`src/rtl/core/smw_pkg.sv`:
```
// ----------------------------------------------------------------------------
// smw_pkg: shared types and constants of the stuck multiplexer watchdog
// Holds register indexes, reset values, the config bundle and queue entry.
// ----------------------------------------------------------------------------
package smw_pkg;

  localparam int unsigned SMW_MAX_GROUPS   = 8;
  localparam int unsigned SMW_MAX_CHANNELS = 8;
  localparam int unsigned SMW_QUEUE_DEPTH  = 2;

  localparam int unsigned SMW_IDX_W    = 3;
  localparam int unsigned SMW_TIME_W   = 32;
  localparam int unsigned SMW_SAMPLE_W = 16;
  localparam int unsigned SMW_BITMAP_W = 8;
  localparam int unsigned SMW_COUNT_W  = 4;
  localparam int unsigned SMW_ADDR_W   = 5;
  localparam int unsigned SMW_DATA_W   = 32;

  localparam logic [SMW_COUNT_W-1:0]  SMW_RST_MUXES    = 4'd8;
  localparam logic [SMW_COUNT_W-1:0]  SMW_RST_CHANNELS = 4'd8;
  localparam logic [SMW_TIME_W-1:0]   SMW_RST_LIMIT    = 32'd1000;
  localparam logic [SMW_SAMPLE_W-1:0] SMW_RST_LOW      = 16'd0;
  localparam logic [SMW_SAMPLE_W-1:0] SMW_RST_HIGH     = 16'hFFFF;

  typedef enum logic [2:0] {
    REG_MUXES_IN_USE    = 3'd0,
    REG_CHANNELS_IN_USE = 3'd1,
    REG_STUCK_TIME      = 3'd2,
    REG_LOW_RAIL        = 3'd3,
    REG_HIGH_RAIL       = 3'd4
  } smw_reg_e;

  typedef logic [SMW_SAMPLE_W-1:0] smw_sample_t;

  typedef struct packed {
    logic [SMW_COUNT_W-1:0]  muxes_in_use;
    logic [SMW_COUNT_W-1:0]  channels_in_use;
    logic [SMW_TIME_W-1:0]   stuck_time_limit;
    logic [SMW_SAMPLE_W-1:0] low_rail_limit;
    logic [SMW_SAMPLE_W-1:0] high_rail_limit;
  } smw_cfg_t;

  // One classified scan on its way to the state update
  typedef struct packed {
    logic                    update;
    logic                    lanes_match;
    logic                    extreme;
    logic [SMW_IDX_W-1:0]    idx;
    logic [SMW_TIME_W-1:0]   time_ms;
    logic [SMW_SAMPLE_W-1:0] first;
  } smw_entry_t;

endpackage

```
`src/rtl/core/smw_front.sv`:
```
// ----------------------------------------------------------------------------
// smw_front: scan classifier
// Compares the enabled channels against channel 0, checks the rail limits
// and decides whether the scan may touch its group's state.
// ----------------------------------------------------------------------------
module smw_front import smw_pkg::*; #(
  parameter int unsigned MAX_GROUPS = SMW_MAX_GROUPS
) (
  input  smw_cfg_t               cfg_i,
  input  logic [SMW_IDX_W-1:0]   mux_index_i,
  input  logic [SMW_TIME_W-1:0]  time_ms_i,
  input  smw_sample_t            samples_i [SMW_MAX_CHANNELS],
  output smw_entry_t             entry_o
);

  logic lanes_match;
  logic in_range;

  always_comb begin
    lanes_match = 1'b1;
    for (int unsigned k = 1; k < SMW_MAX_CHANNELS; k++) begin
      if ((SMW_COUNT_W'(k) < cfg_i.channels_in_use) && (samples_i[k] != samples_i[0])) begin
        lanes_match = 1'b0;
      end
    end
  end

  assign in_range = ({1'b0, mux_index_i} < cfg_i.muxes_in_use) &&
                    ({1'b0, mux_index_i} < SMW_COUNT_W'(MAX_GROUPS));

  always_comb begin
    entry_o.update      = in_range && (cfg_i.channels_in_use != '0);
    entry_o.lanes_match = lanes_match;
    entry_o.extreme     = (samples_i[0] <= cfg_i.low_rail_limit) ||
                          (samples_i[0] >= cfg_i.high_rail_limit);
    entry_o.idx         = mux_index_i;
    entry_o.time_ms     = time_ms_i;
    entry_o.first       = samples_i[0];
  end

endmodule

```
`src/rtl/core/smw_queue.sv`:
```
// ----------------------------------------------------------------------------
// smw_queue: short queue between classifier and state update
// Small FIFO of classified items; full stalls the input side.
// ----------------------------------------------------------------------------
module smw_queue import smw_pkg::*; (
  input  logic       clk_i,
  input  logic       rst_ni,
  input  logic       push_i,
  input  smw_entry_t wdata_i,
  output logic       full_o,
  input  logic       pop_i,
  output logic       valid_o,
  output smw_entry_t rdata_o
);

  localparam int unsigned PtrW = (SMW_QUEUE_DEPTH > 1) ? $clog2(SMW_QUEUE_DEPTH) : 1;
  localparam int unsigned CntW = $clog2(SMW_QUEUE_DEPTH + 1);

  smw_entry_t          mem_q [SMW_QUEUE_DEPTH];
  logic [PtrW-1:0]     wr_ptr_q, wr_ptr_d;
  logic [PtrW-1:0]     rd_ptr_q, rd_ptr_d;
  logic [CntW-1:0]     count_q, count_d;

  function automatic logic [PtrW-1:0] next_ptr(input logic [PtrW-1:0] ptr);
    if (ptr == PtrW'(SMW_QUEUE_DEPTH - 1)) begin
      return '0;
    end
    return ptr + PtrW'(1);
  endfunction

  assign full_o  = (count_q == CntW'(SMW_QUEUE_DEPTH));
  assign valid_o = (count_q != '0);
  assign rdata_o = mem_q[rd_ptr_q];

  always_comb begin
    wr_ptr_d = push_i ? next_ptr(wr_ptr_q) : wr_ptr_q;
    rd_ptr_d = pop_i  ? next_ptr(rd_ptr_q) : rd_ptr_q;
    count_d  = count_q;
    if (push_i && !pop_i) begin
      count_d = count_q + CntW'(1);
    end else if (pop_i && !push_i) begin
      count_d = count_q - CntW'(1);
    end
  end

  always_ff @(posedge clk_i or negedge rst_ni) begin
    if (!rst_ni) begin
      wr_ptr_q <= '0;
      rd_ptr_q <= '0;
      count_q  <= '0;
    end else begin
      wr_ptr_q <= wr_ptr_d;
      rd_ptr_q <= rd_ptr_d;
      count_q  <= count_d;
    end
  end

  always_ff @(posedge clk_i) begin
    if (push_i) begin
      mem_q[wr_ptr_q] <= wdata_i;
    end
  end

endmodule

```
`src/rtl/core/smw_back.sv`:
```
// ----------------------------------------------------------------------------
// smw_back: per-group run tracking and result register
// Updates run and dead marks of one group per item and registers the result.
// ----------------------------------------------------------------------------
module smw_back import smw_pkg::*; #(
  parameter int unsigned MAX_GROUPS = SMW_MAX_GROUPS
) (
  input  logic                    clk_i,
  input  logic                    rst_ni,
  input  smw_cfg_t                cfg_i,
  input  logic                    q_valid_i,
  input  smw_entry_t              q_entry_i,
  output logic                    q_pop_o,
  output logic                    out_valid_o,
  input  logic                    out_stall_i,
  output logic [SMW_BITMAP_W-1:0] dead_bitmap_o,
  output logic                    group_is_dead_o,
  output logic                    any_group_dead_o,
  output logic                    group_run_active_o
);

  localparam int unsigned GidxW = (MAX_GROUPS > 1) ? $clog2(MAX_GROUPS) : 1;

  logic [MAX_GROUPS-1:0]   active_q, active_d;
  logic [MAX_GROUPS-1:0]   dead_q, dead_d;
  logic [SMW_TIME_W-1:0]   start_q [MAX_GROUPS];
  logic [SMW_SAMPLE_W-1:0] value_q [MAX_GROUPS];

  logic                    out_valid_q;
  logic [SMW_BITMAP_W-1:0] bitmap_q, bitmap_d;
  logic                    grp_dead_q, grp_active_q, any_q;

  logic                    in_grp;
  logic [GidxW-1:0]        gi;
  logic                    restart;
  logic                    write_run;
  logic [SMW_TIME_W-1:0]   start_new;
  logic [SMW_SAMPLE_W-1:0] value_new;
  logic [SMW_TIME_W-1:0]   elapsed;

  assign q_pop_o = q_valid_i && (!out_valid_q || !out_stall_i);

  assign in_grp = ({1'b0, q_entry_i.idx} < SMW_COUNT_W'(MAX_GROUPS));
  assign gi     = in_grp ? q_entry_i.idx[GidxW-1:0] : '0;

  assign restart = !active_q[gi] || (value_q[gi] != q_entry_i.first);
  assign elapsed = q_entry_i.time_ms - (restart ? q_entry_i.time_ms : start_q[gi]);

  always_comb begin
    active_d  = active_q;
    dead_d    = dead_q;
    write_run = 1'b0;
    start_new = '0;
    value_new = '0;
    if (q_pop_o && q_entry_i.update) begin
      if (q_entry_i.lanes_match) begin
        active_d[gi] = 1'b1;
        if (restart) begin
          write_run = 1'b1;
          start_new = q_entry_i.time_ms;
          value_new = q_entry_i.first;
        end
        if ((elapsed >= cfg_i.stuck_time_limit) && q_entry_i.extreme) begin
          dead_d[gi] = 1'b1;
        end
      end else begin
        // differing channel: drop the run and the dead mark
        active_d[gi] = 1'b0;
        dead_d[gi]   = 1'b0;
        write_run    = 1'b1;
      end
    end
  end

  always_comb begin
    bitmap_d = '0;
    for (int unsigned g = 0; g < MAX_GROUPS; g++) begin
      bitmap_d[g] = dead_d[g];
    end
  end

  always_ff @(posedge clk_i or negedge rst_ni) begin
    if (!rst_ni) begin
      active_q     <= '0;
      dead_q       <= '0;
      out_valid_q  <= 1'b0;
      bitmap_q     <= '0;
      grp_dead_q   <= 1'b0;
      grp_active_q <= 1'b0;
      any_q        <= 1'b0;
      for (int unsigned g = 0; g < MAX_GROUPS; g++) begin
        start_q[g] <= '0;
        value_q[g] <= '0;
      end
    end else begin
      active_q <= active_d;
      dead_q   <= dead_d;
      if (write_run) begin
        start_q[gi] <= start_new;
        value_q[gi] <= value_new;
      end
      if (q_pop_o) begin
        out_valid_q  <= 1'b1;
        bitmap_q     <= bitmap_d;
        grp_dead_q   <= in_grp && dead_d[gi];
        grp_active_q <= in_grp && active_d[gi];
        any_q        <= (dead_d != '0);
      end else if (!out_stall_i) begin
        out_valid_q <= 1'b0;
      end
    end
  end

  assign out_valid_o        = out_valid_q;
  assign dead_bitmap_o      = bitmap_q;
  assign group_is_dead_o    = grp_dead_q;
  assign any_group_dead_o   = any_q;
  assign group_run_active_o = grp_active_q;

  a_dead_needs_run: assert property (@(posedge clk_i) disable iff (!rst_ni)
    (dead_q & ~active_q) == '0)
    else $error("group marked dead without an active run");

  a_mismatch_clears: assert property (@(posedge clk_i) disable iff (!rst_ni)
    q_pop_o && q_entry_i.update && !q_entry_i.lanes_match
    |=> !group_is_dead_o && !group_run_active_o)
    else $error("differing scan left run or dead mark set");

  a_equal_sets_run: assert property (@(posedge clk_i) disable iff (!rst_ni)
    q_pop_o && q_entry_i.update && q_entry_i.lanes_match |=> group_run_active_o)
    else $error("equal scan did not leave run active");

  a_ignored_keeps_state: assert property (@(posedge clk_i) disable iff (!rst_ni)
    q_pop_o && !q_entry_i.update |=> $stable(active_q) && $stable(dead_q))
    else $error("ignored item changed group state");

endmodule

```
`src/rtl/core/stuck_mux_watchdog.sv`:
```
// ----------------------------------------------------------------------------
// stuck_mux_watchdog: detects multiplexer groups whose channels stick at a rail
// Classifier feeds a two-entry queue; the state update registers one result
// per item. Each accepted item passes through the queue and then the result
// register before its result is offered.
// Throughput: one item per cycle while the output is not stalled.
// Reset clears all per-group marks, the queue and restores register defaults.
// ----------------------------------------------------------------------------
module stuck_mux_watchdog import smw_pkg::*; #(
  parameter int unsigned MAX_GROUPS = SMW_MAX_GROUPS
) (
  input  logic                    clk_i,
  input  logic                    rst_ni,
  input  logic                    psel,
  input  logic                    penable,
  input  logic                    pwrite,
  input  logic [SMW_ADDR_W-1:0]   paddr,
  input  logic [SMW_DATA_W-1:0]   pwdata,
  output logic [SMW_DATA_W-1:0]   prdata,
  output logic                    pready,
  input  logic                    in_valid_i,
  output logic                    in_stall_o,
  input  logic [SMW_IDX_W-1:0]    mux_index_i,
  input  logic [SMW_TIME_W-1:0]   time_ms_i,
  input  logic [SMW_SAMPLE_W-1:0] sample_0_i,
  input  logic [SMW_SAMPLE_W-1:0] sample_1_i,
  input  logic [SMW_SAMPLE_W-1:0] sample_2_i,
  input  logic [SMW_SAMPLE_W-1:0] sample_3_i,
  input  logic [SMW_SAMPLE_W-1:0] sample_4_i,
  input  logic [SMW_SAMPLE_W-1:0] sample_5_i,
  input  logic [SMW_SAMPLE_W-1:0] sample_6_i,
  input  logic [SMW_SAMPLE_W-1:0] sample_7_i,
  output logic                    out_valid_o,
  input  logic                    out_stall_i,
  output logic [SMW_BITMAP_W-1:0] dead_bitmap_o,
  output logic                    group_is_dead_o,
  output logic                    any_group_dead_o,
  output logic                    group_run_active_o
);

  smw_cfg_t    cfg_q;
  smw_sample_t samples [SMW_MAX_CHANNELS];
  smw_entry_t  front_entry;
  smw_entry_t  q_entry;
  logic        q_full;
  logic        q_valid;
  logic        q_pop;
  logic        push;
  logic        reg_wr;
  smw_reg_e    reg_sel;

  assign pready  = 1'b1;
  assign reg_wr  = psel && penable && pwrite;
  assign reg_sel = smw_reg_e'(paddr[SMW_ADDR_W-1:2]);

  always_ff @(posedge clk_i or negedge rst_ni) begin
    if (!rst_ni) begin
      cfg_q.muxes_in_use     <= SMW_RST_MUXES;
      cfg_q.channels_in_use  <= SMW_RST_CHANNELS;
      cfg_q.stuck_time_limit <= SMW_RST_LIMIT;
      cfg_q.low_rail_limit   <= SMW_RST_LOW;
      cfg_q.high_rail_limit  <= SMW_RST_HIGH;
    end else if (reg_wr) begin
      unique case (reg_sel)
        REG_MUXES_IN_USE:    cfg_q.muxes_in_use     <= pwdata[SMW_COUNT_W-1:0];
        REG_CHANNELS_IN_USE: cfg_q.channels_in_use  <= pwdata[SMW_COUNT_W-1:0];
        REG_STUCK_TIME:      cfg_q.stuck_time_limit <= pwdata[SMW_TIME_W-1:0];
        REG_LOW_RAIL:        cfg_q.low_rail_limit   <= pwdata[SMW_SAMPLE_W-1:0];
        REG_HIGH_RAIL:       cfg_q.high_rail_limit  <= pwdata[SMW_SAMPLE_W-1:0];
        default: ;
      endcase
    end
  end

  always_comb begin
    unique case (reg_sel)
      REG_MUXES_IN_USE:    prdata = SMW_DATA_W'(cfg_q.muxes_in_use);
      REG_CHANNELS_IN_USE: prdata = SMW_DATA_W'(cfg_q.channels_in_use);
      REG_STUCK_TIME:      prdata = SMW_DATA_W'(cfg_q.stuck_time_limit);
      REG_LOW_RAIL:        prdata = SMW_DATA_W'(cfg_q.low_rail_limit);
      REG_HIGH_RAIL:       prdata = SMW_DATA_W'(cfg_q.high_rail_limit);
      default:             prdata = '0;
    endcase
  end

  assign samples[0] = sample_0_i;
  assign samples[1] = sample_1_i;
  assign samples[2] = sample_2_i;
  assign samples[3] = sample_3_i;
  assign samples[4] = sample_4_i;
  assign samples[5] = sample_5_i;
  assign samples[6] = sample_6_i;
  assign samples[7] = sample_7_i;

  assign in_stall_o = q_full;
  assign push       = in_valid_i && !q_full;

  smw_front #(
    .MAX_GROUPS (MAX_GROUPS)
  ) u_front (
    .cfg_i       (cfg_q),
    .mux_index_i (mux_index_i),
    .time_ms_i   (time_ms_i),
    .samples_i   (samples),
    .entry_o     (front_entry)
  );

  smw_queue u_queue (
    .clk_i   (clk_i),
    .rst_ni  (rst_ni),
    .push_i  (push),
    .wdata_i (front_entry),
    .full_o  (q_full),
    .pop_i   (q_pop),
    .valid_o (q_valid),
    .rdata_o (q_entry)
  );

  smw_back #(
    .MAX_GROUPS (MAX_GROUPS)
  ) u_back (
    .clk_i              (clk_i),
    .rst_ni             (rst_ni),
    .cfg_i              (cfg_q),
    .q_valid_i          (q_valid),
    .q_entry_i          (q_entry),
    .q_pop_o            (q_pop),
    .out_valid_o        (out_valid_o),
    .out_stall_i        (out_stall_i),
    .dead_bitmap_o      (dead_bitmap_o),
    .group_is_dead_o    (group_is_dead_o),
    .any_group_dead_o   (any_group_dead_o),
    .group_run_active_o (group_run_active_o)
  );

endmodule

```
`config.mk`:
```
export PLATFORM = sky130hd
export DESIGN_NAME = stuck_mux_watchdog
export DESIGN_NICKNAME = d
export VERILOG_FILES = /design/src/rtl/core/smw_pkg.sv /design/src/rtl/core/smw_front.sv /design/src/rtl/core/smw_queue.sv /design/src/rtl/core/smw_back.sv /design/src/rtl/core/stuck_mux_watchdog.sv
export SDC_FILE = /design/constraint.sdc
export NUM_CORES = 1
export LEC_CHECK = 0
export BUFFER_PORTS_ARGS = -buffer_cell sky130_fd_sc_hd__buf_4
export CAP_MARGIN = 30
export CORE_MARGIN = 2
export CORE_UTILIZATION = 52
export CTS_BUF_LIST = sky130_fd_sc_hd__clkbuf_4
export CTS_CLUSTER_SIZE = 14
export DETAILED_ROUTE_END_ITERATION = 6
export PLACE_DENSITY_LB_ADDON = 0.25
export SLEW_MARGIN = 20
export SYNTH_ARGS = -nofsm -noshare
export SYNTH_HDL_FRONTEND = slang
export SYNTH_SLANG_ARGS = --single-unit
export TNS_END_PERCENT = 1
```
`constraint.sdc`:
```
create_clock -name clk_i -period 13.5 [get_ports clk_i]
set_input_delay 0.675 -clock clk_i [delete_from_list [all_inputs] [get_ports clk_i]]
set_output_delay 0.675 -clock clk_i [all_outputs]
set_load 0.05 [all_outputs]
```
==> flow_summary.json <==
{
  "final.period_utilization": 0.782,
  "cts_tree": "done",
  "crit_arrival_ps": 11480,
  "critical-path-slowest-cell": "nand3_2",
  "maxSlewHeadroom": 0.298,
  "multi_input_area_um2": 13500,
  "synthTopCellsByArea": "dfrtp_1 39%, edfxtp_1 11%, o2bb2ai_1 10%",
  "drt_wl_total_mm": 100,
  "dp_hpwl_mm": 61.2,
  "numPortBuffers": 249,
  "ff2ff_path_depth": 33,
  "required_ps": 14420,
  "r2r-end": "u_back.any_group_dead_o",
  "hold_viol": 0,
  "rr_startpoint": "u_queue.rd_ptr_q",
  "synthArstFlopShare": 0.819,
  "fin_crit_ps": 10560,
  "tns_ps": 0,
  "grt_max_degree": 170,
  "dr.pass1.iters": 7,
  "synth-main-ff-cell": "dfrtp_1",
  "p_per_area_nw_per_um2": 221,
  "grt_util_all_layers": 0.338,
  "drc": 2,
  "fin_area_um2": 35700,
  "cp_max_fo": 32,
  "worstSkewPairLatency_ps": 1030,
  "grt_first_pass_wirelength_mm": 154,
  "ys_seq_area_frac": 0.514,
  "core-area_um2": 57500,
  "syn_to_final_growth_pct": 18.5,
  "h-tree-depth": 4,
  "drive_gt1_frac": 0.215,
  "worstSetupStartpointType": "register",
  "maxCapViolations": 0,
  "critical_path_class": "register to register",
  "antenna_found_initial": 3,
  "rsz0062_at_grt": "false",
  "yosysTopAreaCell": "dfrtp_1",
  "dr.first_iter.drc_count": 2922,
  "max_freq_mhz": 94.7,
  "via_count": 25500,
  "crit_path_max_incr_delay_ps": 760,
  "die_w_um": 245,
  "cts.path.max_buffers": 3,
  "initial_utilization": 0.524,
  "status": "complete, but fails checks",
  "die-area_um2": 59900,
  "drt-wirelength-per-cell_um": 25.4,
  "ys_ff_latch": 596,
  "synth-edff-count": 108,
  "worst_ir_drop_vdd_v": 0.000161,
  "drv_slew": 0,
  "r2r_slack_ps": 2940,
  "skew_ps": 50.6,
  "cts_made_buffers": 154,
  "grt_pass1_vias": 26100,
  "synth_area_um2": 30100,
  "cpMostUsedCell": "a21oi_1",
  "syn-num-nets": 2994,
  "synth_top_area_frac": 0.385,
  "hp-class": "input pin to register",
  "failed_checks": "design-rule violations",
  "critPathCaptureType": "register",
  "die_y_um": 245,
  "yosysUniqueCellTypes": 82,
  "viasPerCell": 6.44,
  "fillerInstances": 4562,
  "syn_inst": 2688,
  "yosysWarnings": 0,
  "nets": 3381,
  "cellLeakagePower_nw": 16.1,
  "grt-ovfl-total": 0,
  "hold_path_depth": 3,
  "finalSetupViolations": 0,
  "cts.sinks": 596,
  "placed_cell_area_um2": 32800,
  "ant_nets": 0,
  "register_area_um2": 15500,
  "ios": 253,
  "holdPathEnd": "cfg_q[68]",
  "avgSynthCellArea_um2": 11.2,
  "hp-start": "paddr[4]",
  "cts-root-buf": "clkbuf_4",
  "place.gp.congestion": 0.930,
  "rows": 88,
  "path_clk_slew_ps": 70,
  "worst_slew_pin_slew_ps": 1020
}
==> layout by cell type, fill, tap and decap left out, types with 32 or more instances in the layout <==
cell type        n
clkbuf_4       242
nor3_1          34
inv_1          106
o21ai_0        116
a22oi_1         67
dlygate4sd3_1   86
dfrtp_1        463
mux2_2          41
ha_1            98
a21o_1          72
buf_4          308
nor2_1          71
a21oi_1         89
mux2i_1         85
o2bb2ai_1      348
edfxtp_1       108
nand2_1        214
xor2_1         128
nand3_1         37
xnor2_1         32
nor3b_1         34
==> layer usage <==
layer,global-route usage,vias to the layer above,share of wire
li1,-,11000,-
met1,0.450,12800,0.40
met2,0.531,1507,0.47
met3,0.0897,230,0.10
met4,0.128,0,0.028
met5,0,-,0
==> synth_stat cells, types with 7 or more instances <==
master,instances
dfrtp_1,464
buf_6,17
a21o_1,72
dfstp_2,24
o221ai_1,10
edfxtp_1,108
o21ai_2,8
a221oi_1,22
mux2i_1,92
xnor2_1,32
buf_2,57
nand3_1,43
o211ai_1,7
o22ai_1,26
ha_1,98
inv_1,106
mux2_2,41
o21ai_0,116
nand4_1,23
o2bb2ai_1,348
nor4_1,30
and2_1,8
o21a_1,10
xor2_1,128
nor3_1,36
o31ai_1,10
buf_4,17
a22oi_1,67
buf_1,7
a211oi_1,14
a21oi_1,89
nor2_1,79
nand2b_1,15
nor3b_1,34
a22o_1,29
nand2_1,215
clkbuf_1,83
nor2b_1,9
==> kinds of logic after synthesis <==
family,count (synthesis),share of synthesized area
flip-flops,596,0.514
adder cells (fa/ha/maj),99,0.0413
AND/OR/NAND/NOR,524,0.0842
XOR/XNOR,160,0.0465
multiplexers,137,0.0477
AO/OA/AOI/OAI,882,0.222
buffers and inverters,289,0.0448
other,1,0.000124
==> registers in the layout, indices dropped and copies added (netlist names), 2 cells and up <==
name                  cells
u_back.active_q           8
u_queue.count_q           2
u_back.value_q          128
u_back.dead_bitmap_o      8
cfg_q                    72
u_back.start_q          256
u_queue.mem_q           108
u_back.dead_q             8
==> critical path, delay by kind of cell (launching register included) <==
kind / cells / cell delay, ps
DFF: 1 / 740
AOI/OAI and AO/OA: 18 / 4600
buffers and inverters: 1 / 370
muxes: 2 / 970
xor gates and xnor gates: 2 / 370
and+or+nand+nor: 7 / 2350
adders and majority gates: 3 / 990
==> power breakdown <==
group	switching, W	internal [W]
sequential	0.000327	0.00239
clock	0.000763	0.000858
combinational	0.00214	0.00141
==> worst max-delay path by stage <==
stage / startpoint / endpoint / depth (start not counted)
floorplan: u_queue.rd_ptr_q / u_back.any_group_dead_o / 37
global placement: u_queue.rd_ptr_q / u_back.any_group_dead_o / 33
detailed placement: u_queue.rd_ptr_q / u_back.any_group_dead_o / 33
CTS: u_queue.rd_ptr_q / u_back.any_group_dead_o / 33
global route: u_queue.rd_ptr_q / u_back.any_group_dead_o / 33
finish: u_queue.rd_ptr_q / u_back.any_group_dead_o / 33
==> metrics by stage <==
stage               instances  hold slack, ps  power, W  worst slack (ps)  utilization
finish                   3954             214   0.00789              2940        0.622
global placement         3577             453   0.00599              3260        0.569
detailed placement       3586             465   0.00614              3230        0.570
CTS                      3937             122   0.00780              3170        0.620
global route             3953             210   0.00834              2430        0.622
floorplan                2688             379   0.00503              5800            -
==> repair_timing <==
item	4_1_cts	5_1_grt
hold endpoints to repair	255	0
resized for setup	0	0
buffers inserted	0	0
hold buffers	86	0
==> final cells by class <==
type,count,area share
Tap cell,765,0.0268
Inverter,106,0.0111
Antenna cell,5,0.000350
Sequential cell,596,0.433
Clock inverter,32,0.00641
Clock buffer,233,0.0490
Timing Repair Buffer,414,0.0941
Multi-Input combinational cell,1803,0.379
Power figures use the tool's default switching activity.
